`src/rtl/core/i2r_pkg.sv`:
```
package i2r_pkg;

    localparam int UPC_W     = 4;
    localparam int WEIGHT_W  = 10;
    localparam int VALUE_W   = 12;
    localparam int GLYPH_W   = 3;
    localparam int LETTER_W  = 8;

    localparam logic [VALUE_W-1:0] TOP_VALUE = 12'd4000;

    localparam logic [GLYPH_W-1:0] GL_I = 3'd0;
    localparam logic [GLYPH_W-1:0] GL_V = 3'd1;
    localparam logic [GLYPH_W-1:0] GL_X = 3'd2;
    localparam logic [GLYPH_W-1:0] GL_L = 3'd3;
    localparam logic [GLYPH_W-1:0] GL_C = 3'd4;
    localparam logic [GLYPH_W-1:0] GL_D = 3'd5;
    localparam logic [GLYPH_W-1:0] GL_M = 3'd6;

    typedef enum logic [1:0] {
        ST_IDLE,
        ST_RUN,
        ST_ERR
    } seq_state_t;

    typedef struct packed {
        logic [WEIGHT_W-1:0] weight;
        logic [GLYPH_W-1:0]  glyph_a;
        logic [GLYPH_W-1:0]  glyph_b;
        logic                pair;
        logic [UPC_W-1:0]    hit_upc;
    } uword_t;

    typedef struct packed {
        logic                valid;
        logic [LETTER_W-1:0] letter;
        logic                last;
        logic                error;
    } emit_t;

    function automatic logic [LETTER_W-1:0] glyph_ascii(input logic [GLYPH_W-1:0] g);
        logic [LETTER_W-1:0] c;
        unique case (g)
            GL_I:    c = 8'h49;
            GL_V:    c = 8'h56;
            GL_X:    c = 8'h58;
            GL_L:    c = 8'h4C;
            GL_C:    c = 8'h43;
            GL_D:    c = 8'h44;
            GL_M:    c = 8'h4D;
            default: c = 8'h00;
        endcase
        return c;
    endfunction

endpackage

```
`src/rtl/core/i2r_rom.sv`:
```
module i2r_rom
    import i2r_pkg::*;
(
    input  logic [UPC_W-1:0] upc,
    output uword_t           uword
);

    // weight, first glyph, second glyph, pair, target on hit
    always_comb begin
        unique case (upc)
            4'd0:    uword = '{10'd1000, GL_M, GL_M, 1'b0, 4'd0};
            4'd1:    uword = '{10'd900,  GL_C, GL_M, 1'b1, 4'd2};
            4'd2:    uword = '{10'd500,  GL_D, GL_D, 1'b0, 4'd3};
            4'd3:    uword = '{10'd400,  GL_C, GL_D, 1'b1, 4'd4};
            4'd4:    uword = '{10'd100,  GL_C, GL_C, 1'b0, 4'd4};
            4'd5:    uword = '{10'd90,   GL_X, GL_C, 1'b1, 4'd6};
            4'd6:    uword = '{10'd50,   GL_L, GL_L, 1'b0, 4'd7};
            4'd7:    uword = '{10'd40,   GL_X, GL_L, 1'b1, 4'd8};
            4'd8:    uword = '{10'd10,   GL_X, GL_X, 1'b0, 4'd8};
            4'd9:    uword = '{10'd9,    GL_I, GL_X, 1'b1, 4'd10};
            4'd10:   uword = '{10'd5,    GL_V, GL_V, 1'b0, 4'd11};
            4'd11:   uword = '{10'd4,    GL_I, GL_V, 1'b1, 4'd12};
            4'd12:   uword = '{10'd1,    GL_I, GL_I, 1'b0, 4'd12};
            default: uword = '{10'd1,    GL_I, GL_I, 1'b0, 4'd12};
        endcase
    end

endmodule

```
`src/rtl/core/i2r_seq.sv`:
```
module i2r_seq
    import i2r_pkg::*;
(
    input  logic               aclk,
    input  logic               aresetn,
    input  logic               start,
    input  logic [VALUE_W-1:0] number_value,
    input  logic               slot_free,
    output logic               idle,
    output emit_t              emit
);

    seq_state_t         state_reg, state_next;
    logic [UPC_W-1:0]   upc_reg, upc_next;
    logic               half_reg, half_next;
    logic [VALUE_W-1:0] value_reg, value_next;

    uword_t             uword;
    logic               ge;
    logic               in_bad;
    logic [VALUE_W-1:0] rem;

    i2r_rom u_rom (
        .upc   (upc_reg),
        .uword (uword)
    );

    assign ge     = value_reg >= {{(VALUE_W-WEIGHT_W){1'b0}}, uword.weight};
    assign rem    = value_reg - {{(VALUE_W-WEIGHT_W){1'b0}}, uword.weight};
    assign in_bad = (number_value == '0) || (number_value > TOP_VALUE);
    assign idle   = (state_reg == ST_IDLE);

    always_comb begin
        state_next = state_reg;
        unique case (state_reg)
            ST_IDLE: begin
                if (start) begin
                    state_next = in_bad ? ST_ERR : ST_RUN;
                end
            end
            ST_RUN: begin
                if (slot_free && (half_reg || (ge && !uword.pair)) && (rem == '0)) begin
                    state_next = ST_IDLE;
                end
            end
            ST_ERR: begin
                if (slot_free) begin
                    state_next = ST_IDLE;
                end
            end
            default: state_next = ST_IDLE;
        endcase
    end

    always_comb begin
        emit       = '0;
        upc_next   = upc_reg;
        half_next  = half_reg;
        value_next = value_reg;
        unique case (state_reg)
            ST_IDLE: begin
                if (start) begin
                    upc_next   = '0;
                    half_next  = 1'b0;
                    value_next = number_value;
                end
            end
            ST_RUN: begin
                if (half_reg) begin
                    emit.valid  = 1'b1;
                    emit.letter = glyph_ascii(uword.glyph_b);
                    emit.last   = (rem == '0);
                    if (slot_free) begin
                        half_next  = 1'b0;
                        value_next = rem;
                        upc_next   = uword.hit_upc;
                    end
                end else if (ge) begin
                    emit.valid  = 1'b1;
                    emit.letter = glyph_ascii(uword.glyph_a);
                    emit.last   = !uword.pair && (rem == '0);
                    if (slot_free) begin
                        if (uword.pair) begin
                            half_next = 1'b1;
                        end else begin
                            value_next = rem;
                            upc_next   = uword.hit_upc;
                        end
                    end
                end else begin
                    upc_next = upc_reg + UPC_W'(1);
                end
            end
            ST_ERR: begin
                emit.valid = 1'b1;
                emit.last  = 1'b1;
                emit.error = 1'b1;
            end
            default: emit = '0;
        endcase
    end

    always_ff @(posedge aclk) begin
        if (!aresetn) begin
            state_reg <= ST_IDLE;
            upc_reg   <= '0;
            half_reg  <= 1'b0;
        end else begin
            state_reg <= state_next;
            upc_reg   <= upc_next;
            half_reg  <= half_next;
        end
        value_reg <= value_next;
    end

endmodule

```
`src/rtl/core/integer_to_roman_numeral_top.sv`:
```
// Integer to Roman numeral converter.
// Input channel s_: one word carries a number in s_tdata[11:0]; it is taken
// only while no conversion is running (s_tready high when idle).
// Result channel m_: one word per numeral letter, most significant first,
// ASCII in m_tdata; m_tlast marks the final letter of the run. A number of
// zero or above 4000 gives a single word with m_tuser set, m_tdata zero and
// m_tlast set. 4000 gives MMMM.
// A microprogram of thirteen compare-subtract steps over the weights 1000,
// 900, 500 ... 1 drives one subtractor; a step whose weight exceeds the
// remaining value emits no letter and passes to the next step.
// The next number is taken as soon as the last letter sits in the output
// register.
// Reset (aresetn low, synchronous) drops any run in progress and empties the
// output register. When m_tready is low with a word in the output register,
// that word holds and the sequencer waits to emit its next letter.
module integer_to_roman_numeral_top
    import i2r_pkg::*;
(
    input  logic        aclk,
    input  logic        aresetn,
    input  logic        s_tvalid,
    output logic        s_tready,
    input  logic [15:0] s_tdata,   // [11:0] number_value
    output logic        m_tvalid,
    input  logic        m_tready,
    output logic [7:0]  m_tdata,   // [7:0] letter
    output logic        m_tlast,
    output logic        m_tuser    // [0] error
);

    logic                m_tvalid_reg;
    logic [LETTER_W-1:0] m_tdata_reg;
    logic                m_tlast_reg;
    logic                m_tuser_reg;

    logic                idle;
    logic                slot_free;
    emit_t               emit;

    assign slot_free = !m_tvalid_reg || m_tready;
    assign s_tready  = idle;

    i2r_seq u_seq (
        .aclk         (aclk),
        .aresetn      (aresetn),
        .start        (s_tvalid && idle),
        .number_value (s_tdata[VALUE_W-1:0]),
        .slot_free    (slot_free),
        .idle         (idle),
        .emit         (emit)
    );

    always_ff @(posedge aclk) begin
        if (!aresetn) begin
            m_tvalid_reg <= 1'b0;
        end else if (slot_free) begin
            m_tvalid_reg <= emit.valid;
        end
        if (slot_free && emit.valid) begin
            m_tdata_reg <= emit.letter;
            m_tlast_reg <= emit.last;
            m_tuser_reg <= emit.error;
        end
    end

    assign m_tvalid = m_tvalid_reg;
    assign m_tdata  = m_tdata_reg;
    assign m_tlast  = m_tlast_reg;
    assign m_tuser  = m_tuser_reg;

endmodule

```
`config.mk`:
```
export PLATFORM = sky130hd
export DESIGN_NAME = integer_to_roman_numeral_top
export DESIGN_NICKNAME = d
export VERILOG_FILES = /design/src/rtl/core/i2r_pkg.sv /design/src/rtl/core/i2r_rom.sv /design/src/rtl/core/i2r_seq.sv /design/src/rtl/core/integer_to_roman_numeral_top.sv
export SDC_FILE = /design/constraint.sdc
export NUM_CORES = 1
export LEC_CHECK = 0
export ABC_AREA = 1
export BUFFER_PORTS_ARGS = -buffer_cell sky130_fd_sc_hd__buf_2
export CORE_ASPECT_RATIO = 0.9
export CORE_UTILIZATION = 45
export CTS_BUF_LIST = sky130_fd_sc_hd__clkbuf_4 sky130_fd_sc_hd__clkbuf_8
export CTS_CLUSTER_SIZE = 30
export DETAILED_ROUTE_END_ITERATION = 8
export GPL_TIMING_DRIVEN = 0
export SYNTH_ARGS = -nofsm -noshare
export SYNTH_HDL_FRONTEND = slang
export SYNTH_SLANG_ARGS = --single-unit
```
`constraint.sdc`:
```
create_clock -name aclk -period 3.5 [get_ports aclk]
set_input_delay 0.525 -clock aclk [delete_from_list [all_inputs] [get_ports aclk]]
set_output_delay 0.525 -clock aclk [all_outputs]
set_load 0.03 [all_outputs]
```
After elaboration in Yosys (flattened, before gate mapping)
Memory sizes are Yosys's and may differ from the RTL's. A register that Yosys moved wholly into a read port is not among the register bits.
Cells that the tools add are included.
{"block": "word_totals", "mem_bits_ro": 336, "regBits": 30, "input_bits": 20, "mem_count": 1}
{"memory": "(no name shown)", "words": 16, "width": 21, "read_ports": 1, "rd_ports_with_merged_regs": 1, "wr": 0, "line": "i2r_rom.sv:10", "source": "unique case (upc)"}
{"block": "op_classes", "muxes": 35, "order_cmp": 2, "n_eq_ne": 22, "addsub": 2, "reduce_logical": 21}
{"operator": "7-bit case mux with 7 select lines", "n": 2}
{"operator": "12-bit two-way mux", "n": 6}
{"operator": "4-bit two-way mux", "n": 8}
{"operator": "12-bit logical NOT", "n": 2}
{"operator": "12-bit case mux with 2 select lines", "n": 1}
{"operator": "10-bit two-way mux", "n": 2}
{"operator": "3-bit equality test (second input constant)", "n": 6}
{"operator": "3-bit by 2-bit equality test with 1-bit output (second input constant)", "n": 4}
{"operator": "12-bit by 10-bit greater-or-equal comparator with 1-bit output", "n": 1}
{"operator": "12-bit greater-than comparator (second input constant)", "n": 1}
{"operator": "12-bit by 10-bit subtractor with 12-bit output", "n": 1}
{"operator": "2-bit two-way mux", "n": 4}
{"operator": "4-bit case mux with 2 select lines", "n": 1}
{"operator": "1-bit two-way mux", "n": 7}
{"operator": "3-bit by 1-bit equality test with 1-bit output (second input constant)", "n": 2}
{"operator": "1-bit logical AND", "n": 6}
{"operator": "3-bit logical NOT", "n": 2}
{"operator": "3-bit inequality test (second input constant)", "n": 2}
{"operator": "1-bit case mux with 2 select lines", "n": 3}
{"operator": "2-bit case mux with 3 select lines", "n": 1}
{"operator": "6-bit AND reduction", "n": 1}
{"operator": "5-bit AND reduction", "n": 1}
{"operator": "4-bit by 1-bit adder with 4-bit output (second input constant)", "n": 1}
{"operator": "2-bit by 1-bit inequality test with 1-bit output (second input constant)", "n": 2}
{"operator": "other kinds (12)", "n": 15}

Logic depth before layout (Yosys ltp)
{"block": "depth", "word_depth": 8, "ltp_mapped": 21, "mapped_depth_nobuf": 21}

By module
Synthesis repeated with hierarchy kept, for this count alone.
{"block": "hier_totals", "hier_cells": 419, "area_unflattened_um2": 2926.6}
{"module": "i2r_seq", "seq_area_each_um2": 500.5, "cells_per_inst": 342, "area_each_um2": 2233.4, "instances": 1}
{"module": "integer_to_roman_numeral_top", "seq_area_each_um2": 320.3, "cells_per_inst": 19, "area_each_um2": 359.1, "instances": 1}
{"module": "i2r_rom", "seq_area_each_um2": 0.0, "cells_per_inst": 58, "area_each_um2": 334.1, "instances": 1}

Worst setup path before layout
No wires, ideal clock.
{"block": "synth_timing", "kind": "flip-flop to flip-flop", "start": "register u_seq.value_reg[0]", "end": "register u_seq.value_reg[0] (enable)", "arrival_time_ns": 2.482, "setup_ns": 0.400, "t_required_ns": 3.100, "path_stages_with_launch": 11, "slack_ns": 0.618, "period_less_slack_ns": 2.882, "cell_sequence": "edfxtp_1 inv_1 ha_1 fa_1 inv_1 nand3_1 nand2_2 nand3_1 nand4_4 a21oi_1 a211oi_1"}
{"block": "synth_via", "elab_chain_cells": 3, "word_cells_on_any_way": 4, "classes_between": "order compare: 1; eq/ne: 2; reduce/logical: 1"}
{"item": "start, declared", "line": "i2r_seq.sv:16", "source": "logic [VALUE_W-1:0] value_reg, value_next;"}
{"item": "start signal, assigned", "line": "i2r_seq.sv:113", "source": "value_reg <= value_next;"}
{"item": "12-bit by 10-bit greater-or-equal comparator with 1-bit output (*)", "line": "i2r_seq.sv:28", "source": "assign ge = value_reg >= {{(VALUE_W-WEIGHT_W){1'b0}}, uword.weight};"}
{"item": "3-bit by 1-bit inequality test with 1-bit output (no source line) or 3-bit inequality test (tied branches)"}
{"item": "6-bit AND reduction (no source line) (*)"}
Mark *: on every way between the ends. The rest lies on a longest branch, timed or not.
A chain may end at the register's enable or synchronous reset.

Final worst setup path
{"block": "layout_timing", "start": "register u_seq.value_reg[0]", "end": "register, netlist name u_seq.u_rom.uword[13]"}
{"block": "layout_via", "elab_chain_cells": 6, "word_cells_on_any_way": 9, "classes_between": "order compare: 1; eq/ne: 2; mux: 5; reduce/logical: 1"}
{"item": "12-bit by 10-bit greater-or-equal comparator with 1-bit output (*)", "line": "i2r_seq.sv:28"}
{"item": "4-bit two-way mux", "line": "i2r_seq.sv:78", "source": "end else if (ge) begin"}
{"item": "4-bit two-way mux", "line": "i2r_seq.sv:69", "source": "if (half_reg) begin"}
{"item": "4-bit case mux with 2 select lines", "line": "i2r_seq.sv:60", "source": "unique case (state_reg)"}
{"item": "4-bit two-way mux (no source line) (*) (2 in a row)"}
Marked as above.

==> impl_metrics.yaml <==
sta:
  fin_crit_sh_pct: 91.28
  hold_violations: 0
  setup-violations-final: 0
  whs_ns: 0.5269
  post-route-min-period_ns: 3.195
  worst_pin_slew_ns: 0.7658
  timing.fmax_mhz: 313.0
  clock_skew_ns: 0.004112
  drv_slew: 0
  rsz0062_at_grt: "false"
  relSlewSlack_pct: 48.47
grt:
  antenna_found_initial: 0
  grt_pass1_wl_um: 11830
  grt_use_met1_pct: 29.51
  grt_pass1_vias: 2456
  grt.overflow.total: 0
  grt_usage_pct: 20.36
  met3_usage_pct: 3.480
  grt_most_used_layer: "met2"
  grt_max_degree: 15
  globalRouteMet2Util_pct: 30.68
cts:
  cts_max_level: 2
  numCtsBuffers: 5
  cts_root_buffer: "clkbuf_8"
  post_cts_buffers: 0
  clockBufferDepth: 2
  cts_sinks: 47
  clock_latency_ns: 0.30
  cts.reportedPaths.clkPinSlew_ns: 0.09
  cts_hold_buf: 0
  cts_resized: 0
  cts_tree: "built"
placed_design:
  place.gp.congestion: 0.8792
  hpwl_um: 5908
  placed_cell_area_um2: 3510
  numPortBuffers: 24
  dp.cells: 549
final_layout:
  finalNetCount: 506
  fillers: 686
  largest_register_ffs: 19
  final_cell_mix: "nand2_1, inv_1, nor2_1"
  layout_commonest_cell: "nand2_1"
  area_delta_synth_final_pct: 10.62
  multiInputGateArea_um2: 1794
  design_area_um2: 3598
  drive_above_1_share_pct: 16.16
  final_cells: 557
  regArea_um2: 1141
  insertedDiodeCount: 0
die:
  placementRows: 29
  core_area_um2: 7039
  die_w_um: 91.63
  io_pins: 32
  die-area_um2: 7574
  initial_core_util_pct: 46.21
  dieHeight_um: 82.66
routing:
  drtAntennaViolNets: 0
  routed_wl_um: 7370
  drtIter0Drc: 182
  firstDrtPassIters: 5
  wl_per_cell_um: 13.23
  vias: 2837
  viasPerCell: 5.093
  drc_errors: 0
synthesis:
  synth_top_flop_cell: "dfxtp_1"
  synth_mux_area_share_pct: 0
  ys_async_sr_fraction_pct: 0
  avgSynthCellArea_um2: 7.565
  synth_cell_types: 44
  synth-adder-area-share_pct: 9.077
  synth_warnings: 0
  synth_xor_xnor_area_share_pct: 1.346
  netlist_area_um2: 3253
  yosys_register_bits: 47
  seq_area_frac_synth_pct: 35.08
  synth_top_family_by_area: "simple AND/OR/NAND/NOR gates"
  synth_compound_area_share_pct: 9.500
  syn_inst: 430
  synth_edf_count: 20
  synth-simple-area-share_pct: 34.85
power_and_ir_drop:
  internal-power_mw: 1.862
  switching_share_pct: 52.05
  p_switching_mw: 2.021
  powerDensity_nw_per_um2: 1079
  clkPwrFrac_pct: 8.6
  ir_drop_v: 0.0003717
  seqPwrFrac_pct: 25.1
  leakage_nw: 1.736
  pwr-share-comb_pct: 66.3
run:
  maxCapViolations: 0
worst_setup_path:
  required_ns: 3.70
  crit_arrival_ns: 3.39
  endpoint_kind: "flip-flop"
  cp-start-kind: "flip-flop"
  cp_max_fo: 8
  crit_type: "reg -> reg"
min_path:
  hold_class: "reg -> reg"
status:
  status: "complete, no violations"
==> cell type report <==
cell class	instances	share of cell area, %
Clock inverter	2	0.3477
Sequential cell	47	31.71
Tap cell	93	3.234
Buffer	9	1.704
Multi-Input combinational cell	305	49.86
Clock buffer	6	2.121
Timing Repair Buffer	25	3.651
Inverter	70	7.371
==> power by group through the flow <==
stage               clock, mW  combinational [mW]  sequential [mW]
finish                  0.333                2.57            0.975
global route            0.359                2.87             1.00
CTS                     0.342                2.56            0.975
detailed placement          0                2.54            0.985
global placement            0                2.50            0.990
floorplan                   0                1.94             1.02
==> cell usage after synthesis, drive strengths merged (5+ instances only) <==
cell    instances  area share (%)
nand3          41             8.6
nand2         112              14
inv            70             8.2
ha             22             8.5
buf             5             1.4
edfxtp         20              18
a31oi           5            0.96
nor2           44             7.2
a21oi          19             3.3
o21ai          23             3.7
dfxtp          27              17
nand4          14             3.2
==> cell families after synthesis <==
| kind of cell | after synthesis |
|---|---|
| AO/OA/AOI/OAI | 54 |
| XOR/XNOR | 5 |
| adder cells (fa/ha/maj) | 23 |
| buffers and inverters | 79 |
| flip-flops | 47 |
| other | 1 |
| AND/OR/NAND/NOR | 221 |
==> critical path: stages, from the launching register on <==
cell and delay (ns):
edfxtp_1 0.33, inv_1 0.04, ha_1 0.20, fa_1 0.42, inv_1 0.10, nand3_1 0.08
nand2_2 0.15, nand3_1 0.13, nand4_4 0.14, nand3_2 0.10, nand3_2 0.16, nand2_1 0.06
o21ai_1 0.10, nand2_1 0.21, inv_1 0.25, ha_1 0.31, inv_1 0.12, nand2_1 0.06
nand3_1 0.06, nand2_1 0.06
==> worst paths after layout <==
path,end,start,cells past startpoint,slack [ns]
min,u_seq.state_reg[0],u_seq.state_reg[0],2,0.53
min reg2reg,u_seq.state_reg[0],u_seq.state_reg[0],2,0.53
max,u_seq.u_rom.uword[13],u_seq.value_reg[0],19,0.31
max reg2reg,u_seq.u_rom.uword[13],u_seq.value_reg[0],19,0.31
==> through the flow <==
step           util (%)  TNS [ns]  total power [mW]  setup WS (ns)
6_report          51.12         0             3.883         0.3052
5_1_grt           51.12         0             4.235        0.07238
4_1_cts           51.12         0             3.872         0.2926
3_5_place_dp      49.86         0             3.530         0.3194
3_3_place_gp      49.63    -2.281             3.489        -0.1908
2_1_floorplan         -         0             2.966         0.6179
==> per-layer routing <==
layer | up-vias | wire (um)
met2 | 80 | 3022
met1 | 1274 | 3858
met5 | - | 0
li1 | 1472 | -
met3 | 11 | 367
met4 | 0 | 122
Power figures use the tool's default switching activity.
